### config.mk
export PLATFORM = sky130hd
export DESIGN_NAME = tccw_ctrl
export DESIGN_NICKNAME = d
export VERILOG_FILES = /design/src/rtl/core/tccw_pkg.sv /design/src/rtl/core/tccw_ctrl.sv
export SDC_FILE = /design/constraint.sdc
export NUM_CORES = 1
export LEC_CHECK = 0
export ABC_CLOCK_PERIOD_IN_PS = 3130
export BUFFER_PORTS_ARGS = -buffer_cell sky130_fd_sc_hd__buf_4
export CORE_AREA = 4 4 41 43
export CTS_BUF_LIST = sky130_fd_sc_hd__clkbuf_4 sky130_fd_sc_hd__clkbuf_8
export DETAILED_ROUTE_END_ITERATION = 8
export DIE_AREA = 0 0 45 47
export PLACE_DENSITY = 0.6
export SYNTH_ARGS = -nofsm -noshare
export SYNTH_HDL_FRONTEND = slang
export SYNTH_SLANG_ARGS = --single-unit
### constraint.sdc
create_clock -name clk -period 3.13 [get_ports clk]
set_input_delay 0.4695 -clock clk [delete_from_list [all_inputs] [get_ports clk]]
set_output_delay 0.4695 -clock clk [all_outputs]
set_load 0.01 [all_outputs]
### src/rtl/core/tccw_pkg.sv
`default_nettype none
package tccw_pkg;

  localparam int ACTION_W  = 2;
  localparam int CHAR_W    = 8;
  localparam int INDEX_W   = 11;
  localparam int ATTR_W    = 8;
  localparam int CELL_W    = 16;
  localparam int COL_OUT_W = 7;
  localparam int ROW_OUT_W = 5;
  localparam int S_TDATA_W = 24;
  localparam int M_TDATA_W = 32;

  localparam logic [CHAR_W-1:0] CH_NUL   = 8'h00;
  localparam logic [CHAR_W-1:0] CH_LF    = 8'h0A;
  localparam logic [CHAR_W-1:0] CH_CR    = 8'h0D;
  localparam logic [CHAR_W-1:0] CH_SPACE = 8'h20;
  localparam logic [CHAR_W-1:0] CH_TILDE = 8'h7E;

  localparam logic [CELL_W-1:0] BLANK_CELL = 16'h0020;
  localparam logic [ATTR_W-1:0] ATTR_RESET = 8'h07;

  typedef enum logic [ACTION_W-1:0] {
    ACT_PUT   = 2'd0,
    ACT_CLEAR = 2'd1,
    ACT_READ  = 2'd2,
    ACT_NOP   = 2'd3
  } action_t;

  typedef enum logic [1:0] {
    FILL_ZERO,
    FILL_ATTR,
    FILL_SCROLL
  } fill_t;

  typedef enum logic [2:0] {
    ST_INIT,
    ST_IDLE,
    ST_EXEC,
    ST_SCROLL,
    ST_PUT,
    ST_CLEAR,
    ST_READ,
    ST_DONE
  } state_t;

  typedef struct packed {
    logic  load_item;
    logic  start_scroll;
    logic  start_clear;
    logic  sweep_step;
    fill_t fill;
    logic  issue_read;
    logic  capture_read;
    logic  apply_put;
    logic  load_out;
  } ctrl_cmd_t;

  typedef struct packed {
    action_t action;
    logic    need_scroll;
    logic    read_ok;
    logic    sweep_last;
    logic    out_free;
  } dp_status_t;

endpackage
`default_nettype wire

### src/rtl/core/tccw_ctrl.sv
`default_nettype none
module tccw_ctrl (
  input  wire logic                clk,
  input  wire logic                rst,
  input  wire logic                s_tvalid,
  output      logic                s_tready,
  output      tccw_pkg::ctrl_cmd_t cmd,
  input  wire tccw_pkg::dp_status_t status
);

  import tccw_pkg::*;

  state_t state;
  state_t state_next;

  always_ff @(posedge clk) begin
    if (rst) begin
      state <= ST_INIT;
    end else begin
      state <= state_next;
    end
  end

  always_comb begin
    state_next = state;
    cmd        = '0;
    cmd.fill   = FILL_ZERO;
    s_tready   = 1'b0;
    case (state)
      ST_INIT: begin
        cmd.sweep_step = 1'b1;
        cmd.fill       = FILL_ZERO;
        if (status.sweep_last) begin
          state_next = ST_IDLE;
        end
      end
      ST_IDLE: begin
        s_tready = 1'b1;
        if (s_tvalid) begin
          cmd.load_item = 1'b1;
          state_next    = ST_EXEC;
        end
      end
      ST_EXEC: begin
        case (status.action)
          ACT_PUT: begin
            if (status.need_scroll) begin
              cmd.start_scroll = 1'b1;
              state_next       = ST_SCROLL;
            end else begin
              cmd.apply_put = 1'b1;
              state_next    = ST_DONE;
            end
          end
          ACT_CLEAR: begin
            cmd.start_clear = 1'b1;
            state_next      = ST_CLEAR;
          end
          ACT_READ: begin
            if (status.read_ok) begin
              cmd.issue_read = 1'b1;
              state_next     = ST_READ;
            end else begin
              state_next = ST_DONE;
            end
          end
          default: begin
            state_next = ST_DONE;
          end
        endcase
      end
      ST_SCROLL: begin
        cmd.sweep_step = 1'b1;
        cmd.fill       = FILL_SCROLL;
        if (status.sweep_last) begin
          state_next = ST_PUT;
        end
      end
      ST_PUT: begin
        cmd.apply_put = 1'b1;
        state_next    = ST_DONE;
      end
      ST_CLEAR: begin
        cmd.sweep_step = 1'b1;
        cmd.fill       = FILL_ATTR;
        if (status.sweep_last) begin
          state_next = ST_DONE;
        end
      end
      ST_READ: begin
        cmd.capture_read = 1'b1;
        state_next       = ST_DONE;
      end
      ST_DONE: begin
        if (status.out_free) begin
          cmd.load_out = 1'b1;
          state_next   = ST_IDLE;
        end
      end
      default: begin
        state_next = ST_INIT;
      end
    endcase
  end

endmodule
`default_nettype wire

==> impl_summary.txt, run 1 <==
----------------------------------------------------
[Outcome]
  Outcome ... finished clean

[STA]
  Normalized max-slew margin ... 64.6%
  Top achievable clock speed ... 0.530 GHz
  Unrepaired setup endpoints after global routing ... false
  Hold Vio Cnt, Final ... 0
  Final Cycle Share ... 60.2%
  Clock period minus worst slack ... 1.89 ns
  Clock skew after layout ... 0.00219 ns
  Number of max-slew violations in the final report ... 0
  Final setup violation count ... 0
  Slew at the pin with the worst max-slew slack ... roughly 0.53 ns
  Total negative slack ... 0 ns

[Worst setup path]
  Critical path data arrival time ... roughly 1.4 ns
  Setup slack on the worst flop-to-flop path ... approximately 1.6 ns
  Worst Setup End Kind ... output port
  Max stage delay on crit path ... 0.49 ns
  Data required time of the critical path ... 2.66 ns
  Startpoint-to-endpoint class of the critical path ... flop to output port
  Launching element type of the critical path ... flop
  Ordered cell list for the critical path ... inv_1 -> nor3b_1 -> o21bai_1 -> buf_4
  Worst setup path start ... state[0]
  Library cell contributing the largest single delay on the critical path ... sky130_fd_sc_hd__dfxtp_1
  Capture point of the critical path ... cmd[6]
  Startpoint of the lowest-slack register-to-register path ... state[1]
  Worst-path maximum fanout ... 8
  Depth of the worst register-to-register path ... 3
  Terminus of the critical flop-to-flop path ... state[0]

[Detailed routing]
  Number of vias after detailed routing ... roughly 400
  Mean routed wirelength per cell ... 10.8 um
  1st-pass router iterations ... 3
  Post-DRT Antenna Nets ... 0
  Sum of routed wire length over all layers ... 942 um
  DRC violation total after the first TritonRoute iteration ... 6
  Post-route DRC ... 0
  Number of vias per cell after detailed routing ... 4.63

[Clock tree]
  Worst-Skew Late Latency ... around 0.23 ns
  Cell at the root of the clock tree ... sky130_fd_sc_hd__clkbuf_4
  Cts bufs inserted ... 3
  Number of sinks driven by the clock tree ... 3
  Clock-pin transition on the worst setup and hold timing paths ... about 0.04 ns
  Number of instances resized during post-cts repair ... 0
  Post-cts hold buffer count ... 0
  Worst-case clock buffer depth ... 2
  CTS tree ... done
  Total setup buffers inserted after CTS ... 0
  CTS H-Tree Depth ... 1

[Power and ir drop]
  Worst IR drop on VDD ... 0.158 mV
  Sum of internal, switching and leakage power ... between 200 and 250 uW
  Power per unit of standard cell area ... 395 nW/um2
  LEAKAGE ... 0.272 nW

[Layout]
  Largest register FFs ... 3
  Top flop regs ... state x3
  Layout Cell Area excl Fill ... 548 um2
  Layout net count ... 86
  Area growth from synthesis to layout ... 44.6%
  Number of inserted filler cells in the final layout ... 156
  Share of cells above drive strength 1 ... around a third
  Utilization after layout ... 42.1%
  # diodes ... 0
  Biggest register ... state
  Leading cell type in the layout, fill and taps excluded ... sky130_fd_sc_hd__buf_4
  Leading cell types in the layout, fill and taps excluded ... sky130_fd_sc_hd__buf_4, sky130_fd_sc_hd__nand2b_1

[Floorplan]
  Die ar. ... ~2100 um2
  I/O pin total ... 20
  Site Rows ... 13
  Die outline width ... 45 um
  Die Y-Extent ... 47 um
  Initial cell density of the core ... 29.1%
  Core region area ... 1300 um2

[Global routing]
  Initial antenna violation count ... 0
  Global routing usage summed across all routing layers ... 9.16%
  Global-route wire length before repair ... 1440 um
  Overall overflow remaining after global route ... 0
  Maximum number of pins on one net before global-route repair ... 19
  Via count of the first global-routing pass ... ~370

[Placed design]
  Half-perimeter wire length of the detailed placement result ... 716 um
  RD Place Congestion ... around 0.72
  Port Buffers ... 19
  Placed standard-cell area ... 518 um2

[Synth]
  Synthesized area divided by synthesized cell count ... 7.15 um2
  Total of warnings raised by yosys ... 0
  Total of flip-flops plus latches after synthesis ... 3
  Number of standard cells after synthesis ... 53
  Distinct cells, synth ... 24
  Syn Std Cell Area ... 379 um2
  Post-synth net total ... 66
  Sequential cell area fraction in the yosys report ... 15.8%

[Worst hold path]
  Min-delay worst type ... primary input to flop

[Flow run]
  Max Cap Viol ... 0

----------------------------------------------------
-- metrics by stage --
step,cells,setup slack (ns),hold WS (ns)
global placement,83,1.27,0.641
finish,87,1.24,0.419
CTS,87,1.23,0.415
detailed placement,83,1.25,0.638
global route,87,1.11,0.411
floorplan,53,1.49,0.539
-- worst min-delay path by stage --
stage | startpoint | endpoint | slack (ns) | cells past startpoint
detailed placement | state[2] | state[1] | 0.64 | 2
global placement | state[2] | state[1] | 0.64 | 2
CTS | rst | state[1] | 0.42 | 2
global route | rst | state[1] | 0.41 | 2
floorplan | rst | state[0] | 0.54 | 1
finish | rst | state[1] | 0.42 | 2
-- power by group --
| part | switching, mW | internal [mW] |
|---|---|---|
| clock network | 0.0174 | 0.0562 |
| logic | 0.0363 | 0.0441 |
| registers | 0.0179 | 0.0442 |
-- cells by family (layout without fill, tap and decap cells) --
family                   Yosys count  count (layout)  share of synthesized area, %
AND/OR/NAND/NOR                   27              27                          40.9
AO/OA/AOI/OAI                     10              10                          17.8
buffers and inverters              8              27                          9.90
adder cells (fa/ha/maj)            4               4                          13.2
flip-flops                         3               3                          15.8
XOR/XNOR                           1               1                          2.31
-- final cells by class --
cell class	instances	area (um2)	area share, %
Clock buffer	4	30.0	5.48
Inverter	4	15.0	2.74
Multi-Input combinational cell	42	282	51.4
Sequential cell	3	60.1	11.0
Tap cell	15	18.8	3.42
Timing Repair Buffer	19	143	26.0
-- Yosys cell counts --
library cell / instances / area [um2]
sky130_fd_sc_hd__xor2_1: 1 / 8.76
sky130_fd_sc_hd__dfxtp_1: 3 / 60.1
sky130_fd_sc_hd__nand3b_1: 1 / 7.51
sky130_fd_sc_hd__buf_4: 1 / 7.51
sky130_fd_sc_hd__nor3b_1: 1 / 7.51
sky130_fd_sc_hd__o21bai_1: 1 / 7.51
sky130_fd_sc_hd__and3_1: 4 / 25.0
sky130_fd_sc_hd__inv_1: 4 / 15.0
sky130_fd_sc_hd__a2111oi_0: 1 / 8.76
sky130_fd_sc_hd__a31oi_1: 2 / 12.5
sky130_fd_sc_hd__and2_1: 2 / 12.5
sky130_fd_sc_hd__nor3_1: 1 / 5.00
sky130_fd_sc_hd__nor2b_1: 4 / 25.0
sky130_fd_sc_hd__o221ai_1: 1 / 8.76
sky130_fd_sc_hd__o31ai_1: 1 / 7.51
sky130_fd_sc_hd__nor2_1: 4 / 15.0
sky130_fd_sc_hd__a21oi_1: 3 / 15.0
sky130_fd_sc_hd__ha_1: 4 / 50.1
sky130_fd_sc_hd__nand3_1: 1 / 5.00
sky130_fd_sc_hd__a21o_1: 1 / 7.51
sky130_fd_sc_hd__buf_2: 3 / 15.0
sky130_fd_sc_hd__or4b_1: 1 / 10.0
sky130_fd_sc_hd__nand2_1: 3 / 11.3
sky130_fd_sc_hd__nand2b_1: 5 / 31.3
-- layer usage --
layer	wire length (um)	share of wire, %	global-route usage, %	up-vias
met3	83	8.8	2.68	0
li1	-	-	-	218
met5	0	0	0	-
met2	427	45	15.5	14
met4	0	0	3.51	0
met1	431	46	10.9	171
-- critical path, delay by kind of cell (launching register included) --
| family | cells | cell delay (ns) |
|---|---|---|
| simple gates | 1 | 0.26 |
| buf+inv | 2 | 0.29 |
| flops | 1 | 0.49 |
| compound gates | 1 | 0.15 |
Note: power is estimated with default switching activity, not from simulation.
==> inputs of run 2 (changes only) <==
- ABC_CLOCK_PERIOD_IN_PS: 3130 -> 1900
- clock period: 3.13 -> 1.9 ns (I/O delays scaled with it)
==> run 2 against run 1 <==
  * Critical path depth unchanged
  * Cell count is 1.1% higher
  * Combinational power grew 75%
  * Clock power grew 75%
  * Core utilization is 0.58 points higher
  * Design area up 1.4%
  * Clock-buffer cell count stayed put
  * Setup slack got worse by 1.0 ns
  * Die area is the same
  * Non-clock buffer count rose by 1
==> impl_summary.txt, run 2 (synthesized netlist as in run 1, its figures left out) <==
----------------------------------------------------
[Floorplan]
  I/O pin total ... 20
  Core region area ... 1300 um2
  Die ar. ... between 2000 and 2500 um2
  Die outline width ... ~45 um
  Site Rows ... 13
  Die Y-Extent ... ~47 um
  Initial cell density of the core ... 29.1%

[STA]
  Final Cycle Share ... 88.7%
  Normalized max-slew margin ... around three quarters
  Top achievable clock speed ... ~0.59 GHz
  Hold Vio Cnt, Final ... 0
  Final setup violation count ... 0
  Smallest setup slack after layout ... approximately 0.21 ns
  Unrepaired setup endpoints after global routing ... false
  Clock period minus worst slack ... ~1.7 ns
  Number of max-slew violations in the final report ... 0
  Slew at the pin with the worst max-slew slack ... 0.362 ns
  Clock skew after layout ... approximately 0.0011 ns
  Total negative slack ... 0 ns
  Worst hold-check slack ... 0.235 ns

[Detailed routing]
  Post-route DRC ... 0
  Mean routed wirelength per cell ... 10.5 um
  Post-DRT Antenna Nets ... 0
  Number of vias per cell after detailed routing ... about 4.8
  Number of vias after detailed routing ... 421
  1st-pass router iterations ... 4
  Sum of routed wire length over all layers ... slightly above 900 um
  DRC violation total after the first TritonRoute iteration ... 2

[Layout]
  Leading cell types in the layout, fill and taps excluded ... sky130_fd_sc_hd__buf_4, sky130_fd_sc_hd__nand2b_1
  Layout net count ... a little under 90
  Area growth from synthesis to layout ... 46.5%
  Footprint of the multi-input gates ... 282 um2
  Utilization after layout ... 42.7%
  Share of cells above drive strength 1 ... 32.9%
  Layout Cell Area excl Fill ... 556 um2
  Number of inserted filler cells in the final layout ... 155
  Area taken by flip-flops and latches ... 60.1 um2
  Biggest register ... state
  # diodes ... 0
  Leading cell type in the layout, fill and taps excluded ... sky130_fd_sc_hd__buf_4
  Top flop regs ... state x3
  Largest register FFs ... 3

[Clock tree]
  Post-cts hold buffer count ... 0
  Clock-pin transition on the worst setup and hold timing paths ... 0.04 ns
  Worst-case clock buffer depth ... 2
  CTS tree ... done
  Cts bufs inserted ... 3
  Worst-Skew Late Latency ... 0.23 ns
  Number of sinks driven by the clock tree ... 3
  Total setup buffers inserted after CTS ... 0
  Cell at the root of the clock tree ... sky130_fd_sc_hd__clkbuf_4
  CTS H-Tree Depth ... 1
  Number of instances resized during post-cts repair ... 0

[Outcome]
  Outcome ... finished clean

[Placed design]
  Placed standard-cell area ... 526 um2
  Half-perimeter wire length of the detailed placement result ... slightly below 800 um
  Port Buffers ... 19
  Post-placement setup slack ... around 0.37 ns
  RD Place Congestion ... 0.777

[Worst setup path]
  Startpoint-to-endpoint class of the critical path ... flop to output port
  Worst-path maximum fanout ... 8
  Data required time of the critical path ... 1.62 ns
  Launching element type of the critical path ... flop
  Depth of the worst register-to-register path ... 3
  Setup slack on the worst flop-to-flop path ... 0.56 ns
  Critical path data arrival time ... 1.40 ns
  Terminus of the critical flop-to-flop path ... state[0]
  Startpoint of the lowest-slack register-to-register path ... state[1]
  Worst Setup End Kind ... output port

[Power and ir drop]
  Worst IR drop on VDD ... 0.231 mV
  LEAKAGE ... 0.278 nW
  Power per unit of standard cell area ... 658 nW/um2

[Global routing]
  Global routing usage summed across all routing layers ... 9.00%
  Maximum number of pins on one net before global-route repair ... 13
  Global-route wire length before repair ... 1430 um
  Overall overflow remaining after global route ... 0
  Initial antenna violation count ... 0
  Via count of the first global-routing pass ... 368

[Worst hold path]
  Hold Path End ... state[0]
  Worst hold stages ... 2
  Min-delay worst type ... primary input to flop
  Hold_sp ... rst

[Flow run]
  Max Cap Viol ... 0

----------------------------------------------------
run 2: layout make-up:
type | instances | share of cell area [%]
inverters | 4 | 2.70
well taps | 15 | 3.38
clock buffers | 4 | 5.41
multi-input cells | 42 | 50.7
repair buffers | 20 | 27.0
flip-flops and latches | 3 | 10.8
run 2: routing by layer:
layer | global-route usage (%) | vias to the layer above | part of all wire, %
met5 | 0 | - | 0
met2 | 16.4 | 12 | 49
met4 | 3.51 | 0 | 0
met3 | 1.53 | 0 | 8.1
li1 | - | 220 | -
met1 | 10.5 | 189 | 42
run 2: worst max path at each step:
stage                    from        to  cells past startpoint
floorplan            state[1]    cmd[6]                      4
global placement    status[4]  state[0]                      6
detailed placement  status[4]  state[0]                      6
CTS                  state[0]    cmd[6]                      4
global route         state[0]    cmd[6]                      4
finish               state[0]    cmd[6]                      4
run 2: critical path, stage by stage (launching register included):
cell                       delay [ns]
sky130_fd_sc_hd__dfxtp_1         0.47
sky130_fd_sc_hd__inv_1           0.15
sky130_fd_sc_hd__nor3b_1         0.26
sky130_fd_sc_hd__o21bai_1        0.15
sky130_fd_sc_hd__buf_4           0.14
run 2: power by group:
| group | internal [mW] | switching (mW) | leakage [nW] |
|---|---|---|---|
| Combinational | 0.0766 | 0.0643 | 0.234 |
| Clock | 0.0931 | 0.0360 | 0.0184 |
| Sequential | 0.0726 | 0.0228 | 0.0246 |
run 2: through the flow:
step                cells  total power, mW
detailed placement     84            0.240
global route           88            0.394
floorplan              53            0.182
CTS                    88            0.371
global placement       84            0.239
finish                 88            0.365
==> inputs of run 3 (changes only) <==
- ABC_CLOCK_PERIOD_IN_PS: 1900 -> 1760
- clock period: 1.9 -> 1.76 ns (I/O delays scaled with it)
==> run 3 against run 2 <==
  * Clock skew is 0.0033 ns higher
  * Non-clock buffer count grew 1
  * Largest power group unchanged
  * Clock-buffer cell count unchanged
  * Die area did not move
  * Sequential cell count unchanged
  * Wire length up 8.6%
  * Setup slack lost 0.049 ns
  * Sequential share of layout area grew 0.054 points
==> impl_summary.txt, run 3 (synthesized netlist as in run 1, its figures left out) <==
----------------------------------------------------
[Clock tree]
  Post-cts hold buffer count ... 0
  Worst-Skew Late Latency ... ~0.23 ns
  Cts bufs inserted ... 3
  Number of sinks driven by the clock tree ... 3
  Total setup buffers inserted after CTS ... 0
  Worst-case clock buffer depth ... 2
  Cell at the root of the clock tree ... sky130_fd_sc_hd__clkbuf_4
  Clock-pin transition on the worst setup and hold timing paths ... 0.04 ns
  CTS tree ... done
  CTS H-Tree Depth ... 1

[Flow run]
  Max Cap Viol ... 0

[STA]
  Clock skew after layout ... 0.00443 ns
  Total negative slack ... 0 ns
  Final setup violation count ... 0
  Top achievable clock speed ... 0.627 GHz
  Hold Vio Cnt, Final ... 0
  Final Cycle Share ... 90.6%
  Worst hold-check slack ... 0.204 ns
  Unrepaired setup endpoints after global routing ... false
  Number of max-slew violations in the final report ... 0
  Normalized max-slew margin ... 68.3%
  Clock period minus worst slack ... 1.59 ns
  Slew at the pin with the worst max-slew slack ... 0.464 ns

[Power and ir drop]
  Sequential share of power ... roughly 26%
  Switching Fraction ... around a third
  Logic gate share of total power ... roughly 40%
  Psw ... ~130 uW
  LEAKAGE ... approximately 0.28 nW
  Portion of total power attributed to the clock network ... 33.9%
  Worst IR drop on VDD ... 0.197 mV
  Internal power ... 265 uW
  Power per unit of standard cell area ... slightly above 700 nW/um2

[Detailed routing]
  DRC violation total after the first TritonRoute iteration ... 6
  Mean routed wirelength per cell ... around 11 um
  Post-route DRC ... 0
  Sum of routed wire length over all layers ... 1010 um
  Number of vias per cell after detailed routing ... 4.89
  1st-pass router iterations ... 4
  Number of vias after detailed routing ... 435
  Post-DRT Antenna Nets ... 0

[Global routing]
  Overall overflow remaining after global route ... 0
  Global-route wire length before repair ... 1550 um
  Global routing usage summed across all routing layers ... 9.95%
  Via count of the first global-routing pass ... 406
  Initial antenna violation count ... 0
  Maximum number of pins on one net before global-route repair ... 13

[Worst setup path]
  Crit path buf inv count ... 2
  Worst-path maximum fanout ... 12
  Max stage delay on crit path ... 0.52 ns
  Gate family responsible for the most delay along the worst path ... flip-flops
  Most frequent cell on the critical path ... sky130_fd_sc_hd__buf_4
  Total number of cells along the worst setup path ... 4
  Startpoint-to-endpoint class of the critical path ... flop to output port
  Data required time of the critical path ... roughly 1.5 ns
  Depth of the worst register-to-register path ... 3
  Ordered cell list for the critical path ... buf_4 -> nand2_1 -> nor2_1 -> buf_4
  Critical path data arrival time ... between 1 and 1.5 ns
  Launching element type of the critical path ... flop
  Worst Setup End Kind ... output port
  Library cell contributing the largest single delay on the critical path ... sky130_fd_sc_hd__dfxtp_1

[Floorplan]
  Initial cell density of the core ... about 29%
  Die outline width ... 45 um
  Die Y-Extent ... 47 um
  Core region area ... about 1300 um2
  Die ar. ... 2120 um2
  I/O pin total ... 20
  Site Rows ... 13

[Layout]
  Number of inserted filler cells in the final layout ... 155
  Largest register FFs ... 3
  Leading cell type in the layout, fill and taps excluded ... sky130_fd_sc_hd__buf_4
  Layout net count ... 88
  Leading cell types in the layout, fill and taps excluded ... sky130_fd_sc_hd__buf_4, sky130_fd_sc_hd__nand2b_1
  Area growth from synthesis to layout ... 48.8%
  # diodes ... 0
  Top flop regs ... state x3
  Layout Cell Area excl Fill ... between 500 and 600 um2
  Area taken by flip-flops and latches ... about 61 um2
  Share of cells above drive strength 1 ... 35.1%
  Count of placed standard cells in the final layout, fillers left out ... 89
  Footprint of the multi-input gates ... 282 um2
  Biggest register ... state

[Placed design]
  Placed standard-cell area ... about 530 um2
  Cell Count Post-Placement ... 85
  Port Buffers ... 19
  Half-perimeter wire length of the detailed placement result ... between 700 and 800 um
  RD Place Congestion ... 0.778

[Outcome]
  Outcome ... finished clean

[Worst hold path]
  Worst hold stages ... 2
  Min-delay worst type ... primary input to flop

----------------------------------------------------
-- run 3: changes by cell type in the layout (fill, tap and decap cells not counted), sizes merged --
cell  delta
buf      +1
-- run 3: worst paths after layout --
path | to | startpoint | slack, ns
worst min-delay path | state[0] | rst | 0.20
worst min register to register | state[0] | state[0] | 0.61
worst max register to register | state[2] | state[1] | 0.34
worst max-delay path | cmd[0] | state[1] | 0.17
-- run 3: power by group through the flow --
stage	clock network, mW	logic, mW	registers, mW
3_5_place_dp	0	0.160	0.102
5_1_grt	0.142	0.179	0.105
4_1_cts	0.140	0.162	0.101
6_report	0.135	0.161	0.103
2_1_floorplan	0	0.115	0.0815
3_3_place_gp	0	0.160	0.102
-- run 3: layout make-up --
| cell class | instances | share of cell area [%] |
|---|---|---|
| clock buffer | 4 | 5.32 |
| inverter | 4 | 2.66 |
| multi-input combinational | 42 | 49.9 |
| sequential | 3 | 10.9 |
| tap | 15 | 3.33 |
| timing repair buffer | 21 | 27.9 |
-- run 3: stage by stage --
step | util, % | power [mW] | worst slack, ns
after floorplan | - | 0.196 | 0.321
after global placement | 41.0 | 0.262 | 0.268
after detailed placement | 41.0 | 0.262 | 0.257
after CTS | 43.3 | 0.404 | 0.0910
after global routing | 43.4 | 0.426 | 0.0791
final | 43.4 | 0.399 | 0.166
-- run 3: repair_timing --
action,CTS,global route
hold endpoints to repair,0,0
setup endpoints to repair,0,1
gates resized for setup,0,1
-- run 3: layer usage --
metal,vias up,wire length [um],GRT usage (%)
li1,222,-,-
met1,199,398,10.2
met4,0,0,8.19
met2,14,522,18.1
met3,0,83,1.15
met5,-,0,0
